==> src/hdl/smf_pkg.sv <==
package smf_pkg;

    localparam int MAX_WINDOW  = 31;
    localparam int SAMPLE_BITS = 16;
    localparam int IDX_W       = $clog2(MAX_WINDOW);
    localparam int CNT_W       = $clog2(MAX_WINDOW + 1);
    localparam int MIN_SPAN    = 3;
    localparam int SPAN_DIV    = 2;
    localparam int RAD_MAX     = (MAX_WINDOW - 1) / SPAN_DIV;
    localparam int RAD_W       = $clog2(RAD_MAX + 1);
    localparam int CFG_W       = 5;
    localparam int WIN_RESET   = 5;

    typedef logic signed [SAMPLE_BITS-1:0] smf_sample_t;

    // per-cell compare flags against the probe value
    typedef struct packed {
        logic lt;
        logic eq;
    } smf_cmp_t;

    typedef struct packed {
        logic             vld;
        logic [CNT_W-1:0] lt_cnt;
        logic [CNT_W-1:0] eq_cnt;
    } smf_rank_t;

    typedef enum logic [1:0] {
        ST_IDLE,
        ST_SCAN,
        ST_HOLD
    } smf_state_t;

    function automatic logic [RAD_W-1:0] radius(input logic [CFG_W-1:0] ws);
        logic [CFG_W-1:0] span;
        logic [CFG_W-1:0] r;
        span = (ws < CFG_W'(MIN_SPAN)) ? CFG_W'(MIN_SPAN) : ws;
        r = CFG_W'(span / SPAN_DIV);
        if (r > CFG_W'(RAD_MAX))
        begin
            r = CFG_W'(RAD_MAX);
        end
        return RAD_W'(r);
    endfunction

endpackage

==> src/hdl/sliding_median_filter.sv <==
// Running median over a stream: one median per sample, centered on a window of
// 2r+1 samples (r = span setting/2, a setting below 3 taken as 3), clipped at
// both ends of a sequence, upper median for even counts. A row of 31 cells holds
// the newest samples; one shared rank counter probes one candidate cell per
// cycle until it finds the sample of the wanted rank. Each median is found by
// that one-probe-per-cycle scan over a window of up to 31 samples, plus a wait
// for the output register. A sample flagged last produces up to r+1 medians
// one after another, each with a scan of its own, oldest position first, the
// final one flagged. New samples are taken only while no median is being
// worked on.
module sliding_median_filter
    import smf_pkg::*;
(
    input  logic               clk,
    input  logic               rst_n,
    input  logic               cfg_valid,
    output logic               cfg_ready,
    input  logic [CFG_W-1:0]   win_span,
    input  logic               in_valid,
    output logic               in_ready,
    input  smf_sample_t        sample,
    input  logic               last_in,
    output logic               out_valid,
    input  logic               out_ready,
    output smf_sample_t        median,
    output logic               last_out
);

    smf_state_t       state_reg, state_next;
    logic [CFG_W-1:0] win_span_reg;
    logic [CNT_W-1:0] filled_reg, filled_next;
    logic [RAD_W-1:0] r_reg, r_next;
    logic [RAD_W-1:0] c_reg, c_next;
    logic             flush_reg, flush_next;
    logic [IDX_W:0]   j_reg, j_next;
    logic             a_vld_reg, a_vld_next;
    logic             out_valid_reg, out_valid_next;
    smf_sample_t      cand_a_reg, cand_a_next;
    smf_sample_t      cand_b_reg, cand_b_next;
    smf_sample_t      res_reg, res_next;
    logic             res_last_reg, res_last_next;
    smf_sample_t      median_reg, median_next;
    logic             last_out_reg, last_out_next;

    logic             in_acc;
    logic [CNT_W-1:0] filled_new;
    logic [RAD_W-1:0] r_new;
    logic [IDX_W-1:0] hi;
    logic [IDX_W-1:0] reach;
    logic [IDX_W-1:0] oldest;
    logic [CNT_W-1:0] k;
    logic             issue;
    logic             hit;
    logic             out_free;
    logic             more;

    smf_sample_t      cell_q   [MAX_WINDOW];
    smf_cmp_t         cell_cmp [MAX_WINDOW];
    smf_rank_t        rank;

    assign cfg_ready = 1'b1;
    assign in_ready  = (state_reg == ST_IDLE);
    assign in_acc    = in_valid && in_ready;
    assign out_valid = out_valid_reg;
    assign median    = median_reg;
    assign last_out  = last_out_reg;

    assign filled_new = (filled_reg == CNT_W'(MAX_WINDOW)) ? filled_reg
                                                           : filled_reg + CNT_W'(1);
    assign r_new      = radius(win_span_reg);

    // oldest cell of the current window
    assign reach  = IDX_W'(c_reg) + IDX_W'(r_reg);
    assign oldest = IDX_W'(filled_reg - CNT_W'(1));
    assign hi     = (reach < oldest) ? reach : oldest;
    assign k      = CNT_W'((CNT_W'(hi) + CNT_W'(1)) >> 1);

    assign issue    = (state_reg == ST_SCAN) && (j_reg <= (IDX_W + 1)'(hi));
    assign hit      = (state_reg == ST_SCAN) && rank.vld && (rank.lt_cnt <= k)
                      && ({1'b0, k} < ({1'b0, rank.lt_cnt} + {1'b0, rank.eq_cnt}));
    assign out_free = !out_valid_reg || out_ready;
    assign more     = flush_reg && (c_reg != '0);

    genvar g;
    generate
        for (g = 0; g < MAX_WINDOW; g++)
        begin : g_cell
            smf_sample_t din_w;
            if (g == 0)
            begin : g_head
                assign din_w = sample;
            end
            else
            begin : g_body
                assign din_w = cell_q[g-1];
            end
            smf_cell u_cell (
                .clk    (clk),
                .load   (in_acc),
                .din    (din_w),
                .probe  (cand_a_reg),
                .active (IDX_W'(g) <= hi),
                .dout   (cell_q[g]),
                .cmp    (cell_cmp[g])
            );
        end
    endgenerate

    smf_rank_count u_rank (
        .clk   (clk),
        .rst_n (rst_n),
        .cmp   (cell_cmp),
        .valid (a_vld_reg),
        .kill  (hit),
        .rank  (rank)
    );

    always_comb
    begin
        state_next = state_reg;
        unique case (state_reg)
            ST_IDLE:
            begin
                if (in_acc && (last_in || (filled_new > CNT_W'(r_new))))
                begin
                    state_next = ST_SCAN;
                end
            end
            ST_SCAN:
            begin
                if (hit)
                begin
                    state_next = ST_HOLD;
                end
            end
            ST_HOLD:
            begin
                if (out_free)
                begin
                    state_next = more ? ST_SCAN : ST_IDLE;
                end
            end
            default:
            begin
                state_next = ST_IDLE;
            end
        endcase
    end

    always_comb
    begin
        filled_next    = filled_reg;
        r_next         = r_reg;
        c_next         = c_reg;
        flush_next     = flush_reg;
        j_next         = j_reg;
        a_vld_next     = issue && !hit;
        cand_a_next    = cand_a_reg;
        cand_b_next    = a_vld_reg ? cand_a_reg : cand_b_reg;
        res_next       = res_reg;
        res_last_next  = res_last_reg;
        out_valid_next = out_valid_reg && !out_ready;
        median_next    = median_reg;
        last_out_next  = last_out_reg;

        if (issue && !hit)
        begin
            cand_a_next = cell_q[j_reg[IDX_W-1:0]];
            j_next      = j_reg + (IDX_W + 1)'(1);
        end

        unique case (state_reg)
            ST_IDLE:
            begin
                if (in_acc)
                begin
                    filled_next = filled_new;
                    r_next      = r_new;
                    flush_next  = last_in;
                    j_next      = '0;
                    if (last_in && !(CNT_W'(r_new) < filled_new - CNT_W'(1)))
                    begin
                        c_next = RAD_W'(filled_new - CNT_W'(1));
                    end
                    else
                    begin
                        c_next = r_new;
                    end
                end
            end
            ST_SCAN:
            begin
                if (hit)
                begin
                    res_next      = cand_b_reg;
                    res_last_next = flush_reg && (c_reg == '0);
                end
            end
            ST_HOLD:
            begin
                if (out_free)
                begin
                    out_valid_next = 1'b1;
                    median_next    = res_reg;
                    last_out_next  = res_last_reg;
                    j_next         = '0;
                    if (more)
                    begin
                        c_next = c_reg - RAD_W'(1);
                    end
                    else if (flush_reg)
                    begin
                        // end of sequence: next sample starts fresh
                        filled_next = '0;
                    end
                end
            end
            default:
            begin
            end
        endcase
    end

    always_ff @(posedge clk or negedge rst_n)
    begin
        if (!rst_n)
        begin
            state_reg     <= ST_IDLE;
            win_span_reg  <= CFG_W'(WIN_RESET);
            filled_reg    <= '0;
            r_reg         <= '0;
            c_reg         <= '0;
            flush_reg     <= 1'b0;
            j_reg         <= '0;
            a_vld_reg     <= 1'b0;
            out_valid_reg <= 1'b0;
        end
        else
        begin
            state_reg     <= state_next;
            filled_reg    <= filled_next;
            r_reg         <= r_next;
            c_reg         <= c_next;
            flush_reg     <= flush_next;
            j_reg         <= j_next;
            a_vld_reg     <= a_vld_next;
            out_valid_reg <= out_valid_next;
            if (cfg_valid && cfg_ready)
            begin
                win_span_reg <= win_span;
            end
        end
    end

    always_ff @(posedge clk)
    begin
        cand_a_reg   <= cand_a_next;
        cand_b_reg   <= cand_b_next;
        res_reg      <= res_next;
        res_last_reg <= res_last_next;
        median_reg   <= median_next;
        last_out_reg <= last_out_next;
    end

    // scan must find the ranked sample before running off the window
    a_scan_bounded: assert property (@(posedge clk) disable iff (!rst_n)
        (state_reg == ST_SCAN) |-> ((j_reg <= (IDX_W + 1)'(hi)) || a_vld_reg || rank.vld))
        else $error("median scan ran past the window without a hit");

    // the probed sample is always inside the window, so it counts itself
    a_probe_in_window: assert property (@(posedge clk) disable iff (!rst_n)
        (rank.vld && (state_reg == ST_SCAN)) |-> (rank.eq_cnt != '0))
        else $error("probe value not found among active cells");

    a_filled_range: assert property (@(posedge clk) disable iff (!rst_n)
        (state_reg != ST_IDLE) |-> ((filled_reg != '0) && (filled_reg <= CNT_W'(MAX_WINDOW))))
        else $error("fill count out of range during a median");

    // a median is delivered only from the hold state
    a_load_from_hold: assert property (@(posedge clk) disable iff (!rst_n)
        (!out_valid_reg || out_ready) && !$past(state_reg == ST_HOLD) && !out_valid_reg
        |-> 1'b1 ##0 ((state_reg == ST_HOLD) || !out_valid_next))
        else $error("output loaded outside the hold state");

endmodule

==> src/hdl/smf_cell.sv <==
module smf_cell
    import smf_pkg::*;
(
    input  logic        clk,
    input  logic        load,
    input  smf_sample_t din,
    input  smf_sample_t probe,
    input  logic        active,
    output smf_sample_t dout,
    output smf_cmp_t    cmp
);

    smf_sample_t sample_reg;

    always_ff @(posedge clk)
    begin
        if (load)
        begin
            sample_reg <= din;
        end
    end

    assign dout   = sample_reg;
    assign cmp.lt = active && (sample_reg < probe);
    assign cmp.eq = active && (sample_reg == probe);

endmodule

==> src/hdl/smf_rank_count.sv <==
module smf_rank_count
    import smf_pkg::*;
(
    input  logic      clk,
    input  logic      rst_n,
    input  smf_cmp_t  cmp [MAX_WINDOW],
    input  logic      valid,
    input  logic      kill,
    output smf_rank_t rank
);

    logic             vld_reg;
    logic [CNT_W-1:0] lt_cnt_reg;
    logic [CNT_W-1:0] eq_cnt_reg;
    logic [CNT_W-1:0] lt_sum;
    logic [CNT_W-1:0] eq_sum;

    always_comb
    begin
        lt_sum = '0;
        eq_sum = '0;
        for (int i = 0; i < MAX_WINDOW; i++)
        begin
            lt_sum = lt_sum + CNT_W'(cmp[i].lt);
            eq_sum = eq_sum + CNT_W'(cmp[i].eq);
        end
    end

    always_ff @(posedge clk or negedge rst_n)
    begin
        if (!rst_n)
        begin
            vld_reg <= 1'b0;
        end
        else
        begin
            vld_reg <= valid && !kill;
        end
    end

    always_ff @(posedge clk)
    begin
        lt_cnt_reg <= lt_sum;
        eq_cnt_reg <= eq_sum;
    end

    assign rank.vld    = vld_reg;
    assign rank.lt_cnt = lt_cnt_reg;
    assign rank.eq_cnt = eq_cnt_reg;

endmodule
==> config.mk <==
export PLATFORM = sky130hd
export DESIGN_NAME = sliding_median_filter
export DESIGN_NICKNAME = d
export VERILOG_FILES = /design/src/hdl/smf_pkg.sv /design/src/hdl/sliding_median_filter.sv /design/src/hdl/smf_cell.sv /design/src/hdl/smf_rank_count.sv
export SDC_FILE = /design/constraint.sdc
export NUM_CORES = 2
export LEC_CHECK = 0
export ABC_AREA = 0
export ABC_CLOCK_PERIOD_IN_PS = 17600
export BUFFER_PORTS_ARGS = -buffer_cell sky130_fd_sc_hd__buf_2
export CAP_MARGIN = 10
export CORE_ASPECT_RATIO = 1.25
export CORE_MARGIN = 1.5
export CORE_UTILIZATION = 64
export CTS_CLUSTER_DIAMETER = 60
export DETAILED_ROUTE_END_ITERATION = 12
export PLACE_DENSITY = 0.79
export RECOVER_POWER = 50
export SLEW_MARGIN = 20
export SYNTH_ARGS = -nofsm -noshare
export SYNTH_HDL_FRONTEND = slang
export SYNTH_SLANG_ARGS = --single-unit
==> constraint.sdc <==
create_clock -name clk -period 17.6 [get_ports clk]
set_clock_uncertainty 0.2 [all_clocks]
set_input_delay 0.88 -clock clk [delete_from_list [all_inputs] [get_ports clk]]
set_output_delay 0.88 -clock clk [all_outputs]
set_load 0.02 [all_outputs]
== Word level (Yosys, flattened, before mapping) ==
Cells that the tools add are included.

* Bits in latches: 0
* Memory bits (read-only): 0
* Input bits: 27
* Output and inout port bits: 20
* Word-level logic and storage cells: 348
* Memories kept: 0
* Flip-flop bits (word level): 602
* RAM bits: 0

* Order comparisons: 71
* Muxes and demuxes: 28
* Bitwise logic cells: 1
* Shifts and indexed selects: 0
* Reduce and logical (&&, ||, !) cells: 90
* Div/mod/pow operators: 0
* Equality and inequality tests: 41
* Add/sub/neg operators: 68
* $mul: 0

{| class="wikitable"
|+ Operator list
! cell !! count
|-
| $eq 16x16->1 || 31
|-
| $lt 16x16->1 || 31
|-
| $add 5x1->5 || 58
|-
| $bmux 16 s5 || 1
|-
| $le 5x5->1 const A || 15
|-
| $logic_and 1x1->1 || 74
|-
| $le 4x5->1 const A || 8
|-
| $mux 5 || 7
|-
| $mux 16 || 2
|-
| $le 3x5->1 const A || 4
|-
| $mux 4 || 5
|-
| $mux 6 || 3
|-
| $pmux 6 s2 || 1
|-
| $add 5x1->5 const B || 2
|-
| $le 1x5->1 const A || 2
|-
| $le 2x5->1 const A || 2
|-
| $pmux 5 s2 || 1
|-
| $sub 5x1->5 const B || 2
|-
| $ne 2x2->1 const B || 4
|-
| $pmux 4 s2 || 1
|-
| $add 5x5->6 || 1
|-
| $add 6x1->6 const B || 1
|-
| $ge 6x6->1 const B || 1
|-
| $le 6x5->1 || 1
|-
| 28 further kinds || 41
|}

== Depth between registers and ports, before layout ==
* Depth in word-level cells: 35
* Gate-level depth with buffers: 33
* Depth with buffers taken out: 32

== By module ==
A second synthesis with hierarchy kept.

* Cells, all modules: 3299
* Area total of the unflattened synthesis: 38769.7 um^2

{| class="wikitable"
|+ Modules (own cells, without submodules)
! module !! area an instance (um^2) !! times used !! sequential area each (um^2) !! cells an instance
|-
| smf_cell || 904.6 || 31 || 480.5 || 77
|-
| sliding_median_filter || 8928.6 || 1 || 2683.8 || 729
|-
| smf_rank_count || 1798.0 || 1 || 225.2 || 183
|}

== Worst setup path before layout ==
Ideal clock, no wire load.

* Path kind: input to register
* From: in in_valid
* To: reg c_reg[0]
* Arrival: 14.583 ns
* Data required time: 17.199 ns
* Buffers on the path: 0
* Cell stages on the path: 6
* Setup slack: 2.616 ns
* Library setup time: 0.201 ns
* Cell sequence: nand2_1 > clkinv_1 > or2_2 > o21ai_1 > nor3_1 > a221o_1

* Cells in the longest elaborated chain, start to end: 3

{| class="wikitable"
|+ Ends and longest elaborated chain
! what !! line !! RTL
|-
| start: declaration || sliding_median_filter.sv:19 || <nowiki>input logic in_valid,</nowiki>
|-
| $logic_and 1x1->1 || sliding_median_filter.sv:63 || <nowiki>assign in_acc = in_valid && in_ready;</nowiki>
|-
| net g_cell[0].u_cell.load || smf_cell.sv:5 || <nowiki>input logic load,</nowiki>
|-
| $ne 2x1->1 (no line) || -- ||
|-
| $reduce_and 4->1 (no line) || -- ||
|-
| end signal: assignment || sliding_median_filter.sv:243 || <nowiki>c_reg <= c_next;</nowiki>
|-
| end: declaration || sliding_median_filter.sv:33 || <nowiki>logic [RAD_W-1:0] c_reg, c_next;</nowiki>
|}

The timed path passes the listed nets, and every way through them passes these cells.
A chain may end at the register's enable or synchronous reset.

== Final worst setup path ==
* From: reg c_reg[0]
* To: reg u_rank.lt_cnt_reg[4]

* Cells in the longest elaborated chain, start to end: 35
* Elaborated cells between the ends (all ways): 95
* Classes of those cells: add/sub: 31; order compare: 32; mux: 1; reduce/logical: 31

{| class="wikitable"
|+ Ends and longest elaborated chain
! what !! line !! RTL
|-
| $add 4x4->5 * || sliding_median_filter.sv:73 || <nowiki>assign reach = IDX_W'(c_reg) + IDX_W'(r_reg);</nowiki>
|-
| $lt 5x5->1 || sliding_median_filter.sv:75 || <nowiki>assign hi = (reach < oldest) ? reach : oldest;</nowiki>
|-
| $mux 5 * || sliding_median_filter.sv:75 ||
|-
| $le 1x5->1 || sliding_median_filter.sv:102 || <nowiki>.active (IDX_W'(g) <= hi),</nowiki>
|-
| $logic_and 1x1->1 || smf_cell.sv:24 || <nowiki>assign cmp.lt = active && (sample_reg < probe);</nowiki>
|-
| $add 1x1->2 || smf_rank_count.sv:24 || <nowiki>lt_sum = lt_sum + CNT_W'(cmp[i].lt);</nowiki>
|-
| $add 5x1->5 (28 in a row) || smf_rank_count.sv:24 ||
|-
| $add 5x1->5 * || smf_rank_count.sv:24 ||
|-
| net u_rank.lt_sum[4] || smf_rank_count.sv:15 || <nowiki>logic [CNT_W-1:0] lt_sum;</nowiki>
|-
| end signal: assignment || smf_rank_count.sv:43 || <nowiki>lt_cnt_reg <= lt_sum;</nowiki>
|-
| end: declaration || smf_rank_count.sv:13 || <nowiki>logic [CNT_W-1:0] lt_cnt_reg;</nowiki>
|}

Mark *: on every way through the listed nets, which the timed path passes. The rest lies on a longest branch.

==> flow_summary.rst <==
.. list-table::
   :header-rows: 1

   * - Metric
     - Value
   * - Core footprint
     - 56300 um^2
   * - Setup repair after global routing missed its margin
     - no
   * - Setup slack at placement
     - 8.71 ns
   * - Count of buffers from port buffering
     - 44
   * - YS warnings
     - 0
   * - Clk sinks
     - 601
   * - Layout Nets
     - 3412
   * - Async set or reset register ratio after synthesis
     - 4.83%
   * - Number of synthesized flops with an enable pin
     - 562
   * - Number of global-route vias before repair
     - 25700
   * - Iteration-0 DRC count of the detailed router
     - 2546
   * - Largest net degree at the start of global routing
     - 175
   * - Critical path data required time
     - 17.97 ns
   * - Max Fclk
     - 0.110 GHz
   * - Cell row count
     - 97
   * - Synthesized net count
     - 3329
   * - Hold_ws
     - 0.202 ns
   * - Most used routing layer
     - met2
   * - Instance count of the mapped netlist
     - 2705
   * - Area enclosed by the die boundary
     - 58600 um^2
   * - Total number of vias
     - 24600
   * - Most frequently used flop master after synthesis
     - sky130_fd_sc_hd__edfxtp_1
   * - Final setup margin
     - 8.47 ns
   * - Detailed placement HPWL
     - 73300 um
   * - Hold Fails Final Rpt
     - 0
   * - Final period util
     - 51.9%
   * - Root Buffer
     - sky130_fd_sc_hd__clkbuf_16
   * - Clock latency on the worst-skew pair
     - 0.66 ns
   * - Average size of a mapped cell
     - 13.5 um^2
   * - Number of nets still failing antenna checks after routing
     - 0
   * - Chip width
     - 217 um
   * - Leading cell types in the layout, fill and taps excluded
     - sky130_fd_sc_hd__edfxtp_1 (562), sky130_fd_sc_hd__ha_1 (549), sky130_fd_sc_hd__nand2_1 (159)
   * - Layout cell share with drive strength beyond 1
     - 11.5%
   * - CP Capture Type
     - flip-flop
   * - Sequential fraction of the synthesis area
     - 48.7%
   * - Maximum number of buffers from clock root to sink
     - 3
   * - Number of CTS-inserted buffers
     - 61
   * - Residual DRC
     - 0
   * - Number of unique standard cell types used by synthesis
     - 77
   * - Final standard cell utilization of the core
     - 70.6%
   * - Initial antenna violation count
     - 2
   * - Area added between synthesis and finish
     - 8.61%
   * - Slack of the worst reg-to-reg path
     - 8.47 ns
   * - Violated checks
     - capacitance limit, slew limit
   * - Critical path class
     - reg -> reg
   * - Mapped cell area
     - 36600 um^2
   * - Height of the die
     - 270 um
   * - Finish-stage setup viols
     - 0
   * - # Max-Cap Violations
     - 3
   * - Overflow after GRT
     - 0
   * - Setup repair bufs after CTS
     - 0
   * - Launching element type of the critical path
     - flip-flop
   * - Met3 capacity usage during global routing
     - 4.91%
   * - Flop and latch count out of synthesis
     - 601
   * - Grt met2 use
     - 59.9%
   * - Post-DR vias/cell
     - 6.88
   * - Diode count
     - 0
   * - Weighted congestion at the end of routability-driven global placement
     - 0.941
   * - Routed wire length
     - 99400 um
   * - Actual slew at the worst max-slew pin
     - 4.65 ns
   * - Clock transition at the registers of the reported paths
     - 0.07 ns
   * - Clock tree from TritonCTS
     - yes
   * - H-tree depth
     - 2
   * - Post-cts sizing count
     - 0
   * - Aggregate global-route resource usage
     - 34.7%
   * - Class of the most critical hold timing path
     - in -> reg
   * - Number of search-and-repair iterations in the first detailed-routing pass
     - 6
   * - Grt met1 use
     - 42.4%
   * - Post-detailed-route wirelength per cell
     - 27.8 um
   * - Highest net fanout along the worst path
     - 13
   * - Hold_buf cts
     - 0
   * - Final Slew Violations
     - 160
   * - Top-level port count
     - 47
   * - Most common cell after layout, fill and taps aside
     - sky130_fd_sc_hd__edfxtp_1
   * - Starting Density
     - 65.0%
   * - Run status
     - complete, but fails checks
   * - Global-route wire length before repair
     - 151000 um
   * - Min Tclk post-route
     - 9.13 ns
   * - Largest register FFs
     - 496
   * - Remaining max-slew budget at the tightest pin
     - -211%
   * - CP Data Arrival Time
     - 9.50 ns
   * - Setup total negative slack
     - 0 ns
==> through the flow <==
step / std cells / instance area (um^2)
6_report: 3577 / 39700
3_5_place_dp: 3467 / 37800
3_3_place_gp: 3467 / 37800
2_1_floorplan: 2705 / 36600
4_1_cts: 3577 / 39700
5_1_grt: 3577 / 39700
==> layout make-up <==
cell class	count	area, um^2
multi-input cells	1905	18000
inverters	144	542
fillers	3872	16600
clock buffers	77	1650
well taps	742	928
clock inverters	33	319
repair buffers	75	460
flip-flops and latches	601	17800
==> critical path: stages, from the launching register on <==
cell and delay (ns):
sky130_fd_sc_hd__dfrtp_1 0.43, sky130_fd_sc_hd__ha_1 0.20, sky130_fd_sc_hd__inv_1 0.06, sky130_fd_sc_hd__fa_1 0.40, sky130_fd_sc_hd__xnor2_1 0.40, sky130_fd_sc_hd__ha_1 0.31, sky130_fd_sc_hd__o2bb2ai_1 0.30, sky130_fd_sc_hd__nand2_1 0.20
sky130_fd_sc_hd__a31oi_4 0.26, sky130_fd_sc_hd__mux2_2 0.55, sky130_fd_sc_hd__nor2_1 0.37, sky130_fd_sc_hd__nand2_1 0.25, sky130_fd_sc_hd__nor2_1 0.28, sky130_fd_sc_hd__a21oi_1 0.07, sky130_fd_sc_hd__ha_1 0.28, sky130_fd_sc_hd__inv_1 0.06
sky130_fd_sc_hd__fa_1 0.56, sky130_fd_sc_hd__fa_1 0.54, sky130_fd_sc_hd__fa_1 0.53, sky130_fd_sc_hd__fa_1 0.52, sky130_fd_sc_hd__fa_1 0.56, sky130_fd_sc_hd__inv_1 0.06, sky130_fd_sc_hd__fa_1 0.48, sky130_fd_sc_hd__ha_1 0.25
sky130_fd_sc_hd__fa_1 0.41, sky130_fd_sc_hd__a21o_1 0.19, sky130_fd_sc_hd__a21oi_1 0.19, sky130_fd_sc_hd__xnor2_1 0.15
==> Yosys cell counts (all sizes together) (60+ instances only) <==
| master | count | area [um^2] |
|---|---|---|
| nor2 | 97 | 369 |
| a21o | 60 | 450 |
| a21oi | 128 | 641 |
| edfxtp | 562 | 16900 |
| o21a | 126 | 946 |
| ha | 549 | 6870 |
| nand4 | 99 | 619 |
| nand2 | 159 | 597 |
| mux4 | 144 | 3240 |
| o21ai | 122 | 614 |
| nor2b | 80 | 500 |
| inv | 142 | 533 |
==> routing by layer <==
layer / vias up / wire, um
li1: 10700 / -
met1: 12400 / 35700
met2: 1195 / 50500
met3: 277 / 7440
met4: 0 / 5830
met5: - / 0
==> kinds of logic after synthesis <==
family	synth area share, %
AO/OA/AOI/OAI	9.12
XOR/XNOR	0.475
adder cells (fa/ha/maj)	21.4
buffers and inverters	2.10
flip-flops	48.7
multiplexers	9.80
other	0.0103
AND/OR/NAND/NOR	8.40
==> final timing paths <==
| path | depth (start not counted) | from | endpoint |
|---|---|---|---|
| setup / recovery | 27 | c_reg[0]$_DFFE_PN0P_ | u_rank.lt_cnt_reg[4]$_DFF_P_ |
| hold / removal | 1 | sample[7] | g_cell[0].u_cell.dout[7]$_DFFE_PP_ |
| setup reg to reg | 27 | c_reg[0]$_DFFE_PN0P_ | u_rank.lt_cnt_reg[4]$_DFF_P_ |
| hold reg to reg | 0 | cand_b_reg[2]$_DFFE_PP_ | res_reg[2]$_DFFE_PP_ |
| max in group asynchronous | 1 | rst_n | j_reg[0]$_DFF_PN0_ |
| min in group asynchronous | 1 | rst_n | win_span_reg[1]$_DFFE_PN0P_ |
Power is left out: the tool's default activity adds up to more than one toggle a clock period on the data nets, which glitch-free logic cannot reach.
